===== src/htd_pkg.sv =====
// htd_pkg: shared constants, types and state codes for the huffman tree decoder
// used by htd_front, htd_back, huffman_tree_decoder and htd_checker
// depends on nothing
package htd_pkg;

	localparam int MAX_NODES    = 512;
	localparam int MAX_CODE_LEN = 32;
	localparam int NODE_W       = $clog2(MAX_NODES);
	localparam int CNT_W        = $clog2(MAX_NODES + 1);
	localparam int SYM_W        = 8;
	localparam int CODE_W       = 32;
	localparam int LEN_W        = 6;
	localparam int BIDX_W       = $clog2(CODE_W);
	localparam int QUEUE_DEPTH  = 2;
	localparam int QPTR_W       = $clog2(QUEUE_DEPTH);
	localparam int QCNT_W       = $clog2(QUEUE_DEPTH + 1);

	typedef enum logic {
		KIND_LOAD = 1'b0,
		KIND_BIT  = 1'b1
	} kind_t;

	typedef enum logic {
		STATUS_OK      = 1'b0,
		STATUS_MISSING = 1'b1
	} status_t;

	typedef struct packed {
		kind_t             kind;
		logic [SYM_W-1:0]  symbol;
		logic [CODE_W-1:0] code;
		logic [LEN_W-1:0]  len;
		logic              msg_bit;
	} item_t;

	typedef struct packed {
		logic              valid;
		item_t             item;
	} queue_head_t;

	typedef struct packed {
		logic [NODE_W-1:0] left;
		logic [NODE_W-1:0] right;
		logic [SYM_W-1:0]  sym;
	} node_t;

	typedef enum logic [2:0] {
		S_IDLE,
		S_WALK,
		S_ALLOC,
		S_BIT_CUR,
		S_BIT_NEXT
	} state_t;

endpackage


===== src/htd_front.sv =====
// htd_front: request intake, classification and a short request queue
// drops overlong code loads before they reach the back end
// depends on htd_pkg
module htd_front (
	input  logic                        clk,
	input  logic                        arst_n,
	input  logic                        in_valid,
	output logic                        in_stall,
	input  logic                        kind,
	input  logic [htd_pkg::SYM_W-1:0]   symbol,
	input  logic [htd_pkg::CODE_W-1:0]  code_bits,
	input  logic [htd_pkg::LEN_W-1:0]   code_length,
	input  logic                        message_bit,
	output htd_pkg::queue_head_t        head,
	input  logic                        pop
);

	htd_pkg::item_t             entry_q [htd_pkg::QUEUE_DEPTH];
	logic [htd_pkg::QPTR_W-1:0] wr_ptr_q;
	logic [htd_pkg::QPTR_W-1:0] rd_ptr_q;
	logic [htd_pkg::QCNT_W-1:0] count_q;
	logic                       accept;
	logic                       keep;
	logic                       push;
	logic                       do_pop;
	htd_pkg::item_t             new_item;

	assign in_stall = (count_q == htd_pkg::QCNT_W'(htd_pkg::QUEUE_DEPTH));
	assign accept   = in_valid && !in_stall;

	always_comb begin
		new_item.kind    = htd_pkg::kind_t'(kind);
		new_item.symbol  = symbol;
		new_item.code    = code_bits;
		new_item.len     = code_length;
		new_item.msg_bit = message_bit;
	end

	// overlong loads leave the table untouched
	assign keep   = (new_item.kind == htd_pkg::KIND_BIT) ||
		(code_length <= htd_pkg::LEN_W'(htd_pkg::MAX_CODE_LEN));
	assign push   = accept && keep;
	assign do_pop = pop && (count_q != '0);

	assign head.valid = (count_q != '0);
	assign head.item  = entry_q[rd_ptr_q];

	always_ff @(posedge clk or negedge arst_n) begin
		if (!arst_n) begin
			wr_ptr_q <= '0;
			rd_ptr_q <= '0;
			count_q  <= '0;
		end else begin
			if (push) begin
				wr_ptr_q <= (wr_ptr_q == htd_pkg::QPTR_W'(htd_pkg::QUEUE_DEPTH - 1)) ?
					'0 : wr_ptr_q + htd_pkg::QPTR_W'(1);
			end
			if (do_pop) begin
				rd_ptr_q <= (rd_ptr_q == htd_pkg::QPTR_W'(htd_pkg::QUEUE_DEPTH - 1)) ?
					'0 : rd_ptr_q + htd_pkg::QPTR_W'(1);
			end
			if (push && !do_pop) begin
				count_q <= count_q + htd_pkg::QCNT_W'(1);
			end else if (!push && do_pop) begin
				count_q <= count_q - htd_pkg::QCNT_W'(1);
			end
		end
	end

	always_ff @(posedge clk) begin
		if (push) begin
			entry_q[wr_ptr_q] <= new_item;
		end
	end

endmodule


===== config.mk =====
export PLATFORM = sky130hd
export DESIGN_NAME = htd_front
export DESIGN_NICKNAME = d
export VERILOG_FILES = /design/src/htd_pkg.sv /design/src/htd_front.sv
export SDC_FILE = /design/constraint.sdc
export NUM_CORES = 1
export LEC_CHECK = 0
export BUFFER_PORTS_ARGS = -buffer_cell sky130_fd_sc_hd__buf_4
export CORE_ASPECT_RATIO = 0.75
export CORE_UTILIZATION = 40
export CTS_BUF_LIST = sky130_fd_sc_hd__clkbuf_8
export DETAILED_ROUTE_END_ITERATION = 10
export PLACE_DENSITY = 0.68
export RECOVER_POWER = 50
export SLEW_MARGIN = 20
export SYNTH_ARGS = -nofsm -noshare
export SYNTH_HDL_FRONTEND = slang
export SYNTH_SLANG_ARGS = --single-unit

===== constraint.sdc =====
create_clock -name clk -period 10.3 [get_ports clk]
set_clock_uncertainty 0.15 [all_clocks]
set_input_delay 0 -clock clk [delete_from_list [all_inputs] [get_ports clk]]
set_output_delay 0 -clock clk [all_outputs]
set_load 0.005 [all_outputs]

==> impl_metrics.yaml <==
setup_path:
  path_buf_inv: 1
  critical_path.top_delay_family: "flip-flops"
  timing.critical_path.slowest_cell_delay_ps: 1770
  cp_data_arrival_time_ps: 2760
  timing.rr.start: "count_q[1]$_DFFE_PN0P_"
  startpoint: "rd_ptr_q$_DFFE_PN0P_"
  critPathRequiredTime_ps: 10150
  critPathMaxFanout: 49
  worst-setup-path-type: "reg -> out"
  crit_slowest_cell: "sky130_fd_sc_hd__dfrtp_1"
  path_cells: "mux2_2 -> buf_4"
  crit_path_end_kind: "output pin"
  crit_cells: 2
  ff2ff_path_depth: 4
  critPathLaunchType: "flip-flop"
synthesis:
  synthDominantAreaCellType: "sky130_fd_sc_hd__edfxtp_1"
  asyncSetResetFlopFracSynth_pct: 4.000
  yosys_register_bits: 100
  ys_top_cells_by_area: "sky130_fd_sc_hd__edfxtp_1 (78%), sky130_fd_sc_hd__mux2_2 (15%), sky130_fd_sc_hd__dfrtp_1 (2.7%), sky130_fd_sc_hd__xor2_1 (0.71%), sky130_fd_sc_hd__nor3b_4 (0.51%)"
  yosys_warnings: 0
  synth_top_cells_by_count: "sky130_fd_sc_hd__edfxtp_1 (96), sky130_fd_sc_hd__mux2_2 (48), sky130_fd_sc_hd__dfrtp_1 (4)"
  post_synth_inst_count: 170
  syn_avg_cell_area_um2: 21.68
  synth-seq-area-share_pct: 80.92
  synth-edff-count: 96
  ys_dominant_reg_cell: "sky130_fd_sc_hd__edfxtp_1"
  netlist-cell-type-count: 17
  syn-num-nets: 223
  mappedNetlistArea_um2: 3686
  synth.most_common_cell: "sky130_fd_sc_hd__edfxtp_1"
  netlist.area_leader.share_pct: 78.21
power_and_ir_drop:
  powerDensity_nw_per_um2: 219.0
  power_frac_comb_pct: 29.8
  intPower_uw: 829.7
  p_switching_uw: 299.3
  power_switching_share_pct: 26.51
  power.sequential.fraction_pct: 52.4
  clock_group_share_of_total_power_pct: 17.8
  leakagePower_nw: 1.896
  vdd_ir_drop_max_mv: 0.1168
place:
  hpwl_um: 3875
  gpl.final_weighted_congestion: 0.6728
  detailedPlace.worstSlack_ps: 7810
  portBuffers: 101
timing:
  final.setup.tns_ps: 0
  timing.slew.headroom_pct: -40.44
  finalHoldViolations: 0
  post-route-worst-setup-slack_ps: 7387
  timing.hold.ws_ps: 237.2
  max_clock_freq_mhz: 343.3
  unrepaired_setup_endpoints_after_global_routing: "no"
  slew_viol_final: 50
  final_period_minus_worst_setup_slack_ps: 2913
  setup_violations: 0
  final_min_period_over_clock_period_pct: 28.28
  worstMarginPinSlew_ps: 2107
outcome:
  failed_checks: "max-capacitance violations, max-slew violations"
  run_status: "finished with violations"
grt:
  grt_antenna_before_repair: 0
  groute.usage.overall_pct: 14.66
  maximum_number_of_pins_on_one_net_before_global_route_repair: 50
  grt_pass1_vias: 2130
  first_pass_grt_wire_length_um: 10320
  gr-total-overflow: 0
routing:
  wirelength_um: 6658
  routed_length_on_met3_um: 367
  dr_total_vias: 2068
  detail_route.wirelength.met1_um: 2894
  top_signal_layer_used: "met4"
  drtPass1Iterations: 6
  detail_route.vias_per_cell: 4.668
  ant_nets: 0
  wire_per_inst_um: 15.03
  initialDrtViolationCount: 68
  drc: 0
  met2_length_um: 3303
flow_run:
  max-cap-violations: 1
die:
  io_pins: 102
  die_height_um: 85.14
  dieWidth_um: 112.8
  initial_utilization_pct: 42.33
  total_die_area_um2: 9607
  coreArea_um2: 8708
  rows: 29
clocking:
  cts_sinks: 100
  clock_insertion_delay_worst_skew_ps: 350
  cts_tree: "yes"
  cts-root-to-sink-buffers: 2
  htree_levels: 3
  clk_pin_slew_ps: 90
  clock-root-buffer: "sky130_fd_sc_hd__clkbuf_8"
  cts_setup_buffers: 0
  total_clock_buffers_created_by_cts: 9
layout:
  synthToLayoutAreaGrowth_pct: 39.85
  proportion_of_layout_cells_with_a_drive_suffix_above_1_pct: 43.28
  insertedDiodeCount: 0
  final_nets: 383
  fillerInstances: 688
worst_hold_path:
  min_from: "code_bits[4]"
  hp-class: "in -> reg"
  worstHoldPathCells: 2
through the flow:
stage                     utilization, %  area (um2)  power, mW  instances
after floorplan                        -        3686     0.7620        170
after global placement             52.44        4567     0.9302        375
after detailed placement           52.46        4568     0.9384        375
after CTS                          60.17        5240      1.156        443
after global routing               59.20        5155      1.194        443
final                              59.20        5155      1.129        443
flip-flops by register name, indices dropped and copies added, names as in the netlist:
name      cells
entry_q      96
count_q       2
rd_ptr_q      1
wr_ptr_q      1
metal layers:
layer  up-vias  global-route usage [%]
li1        984                       -
met1      1007                   17.73
met2        66                   24.47
met3        11                   5.071
met4         0                   5.455
met5         -                       0
layout by cell type, fill, tap and decap left out, drive strengths merged, types with 2 or more instances in the layout:
master       netlist  final
dfrtp              4      4
inv                0      3
buf                5     32
xor2               3      3
nor2               2      2
nor2b              2      2
edfxtp            96     96
dlygate4sd3        0     52
clkinv             0      4
mux2              48     48
xnor2              2      2
clkbuf             0     79
cell families (layout without fill, tap and decap cells):
kind of cell	Yosys count	in the layout	synth area share (%)
DFF	100	100	80.92
muxes	48	48	14.66
and+or+nand+nor	10	10	1.935
xor gates and xnor gates	5	5	1.188
buffers and inverters	5	170	0.8144
adders and majority gates	1	1	0.3394
AOI/OAI and AO/OA	1	1	0.1356
layout make-up:
class                   count  area, um2  area share [%]
clock inverters             7      27.53          0.5340
flip-flops and latches    100       2983           57.86
clock buffers               9      123.9           2.403
multi-input cells          65      666.9           12.94
repair buffers            154       1219           23.64
well taps                 108      135.1           2.621
final timing paths:
path,endpoint,slack [ps]
setup / recovery,head[14],7390
hold / removal,entry_q[0][11]$_DFFE_PP_,240
setup reg to reg,entry_q[0][44]$_DFFE_PP_,7670
hold reg to reg,count_q[1]$_DFFE_PN0P_,360
max in group asynchronous,wr_ptr_q$_DFFE_PN0P_,9380
min in group asynchronous,rd_ptr_q$_DFFE_PN0P_,450
repair_timing:
item                       in CTS  in global routing
hold endpoints to repair      103                  0
hold buffers                   52                  0
resized for setup               0                  0
setup endpoints to repair       0                  0
power groups by stage:
| stage | registers [mW] | clock network, mW | logic [mW] |
|---|---|---|---|
| after global placement | 0.600 | 0 | 0.330 |
| after detailed placement | 0.605 | 0 | 0.334 |
| final | 0.592 | 0.201 | 0.336 |
| after floorplan | 0.562 | 0 | 0.200 |
| after global routing | 0.603 | 0.226 | 0.365 |
| after CTS | 0.596 | 0.209 | 0.351 |
No activity file was read; power rests on OpenSTA's default activity.
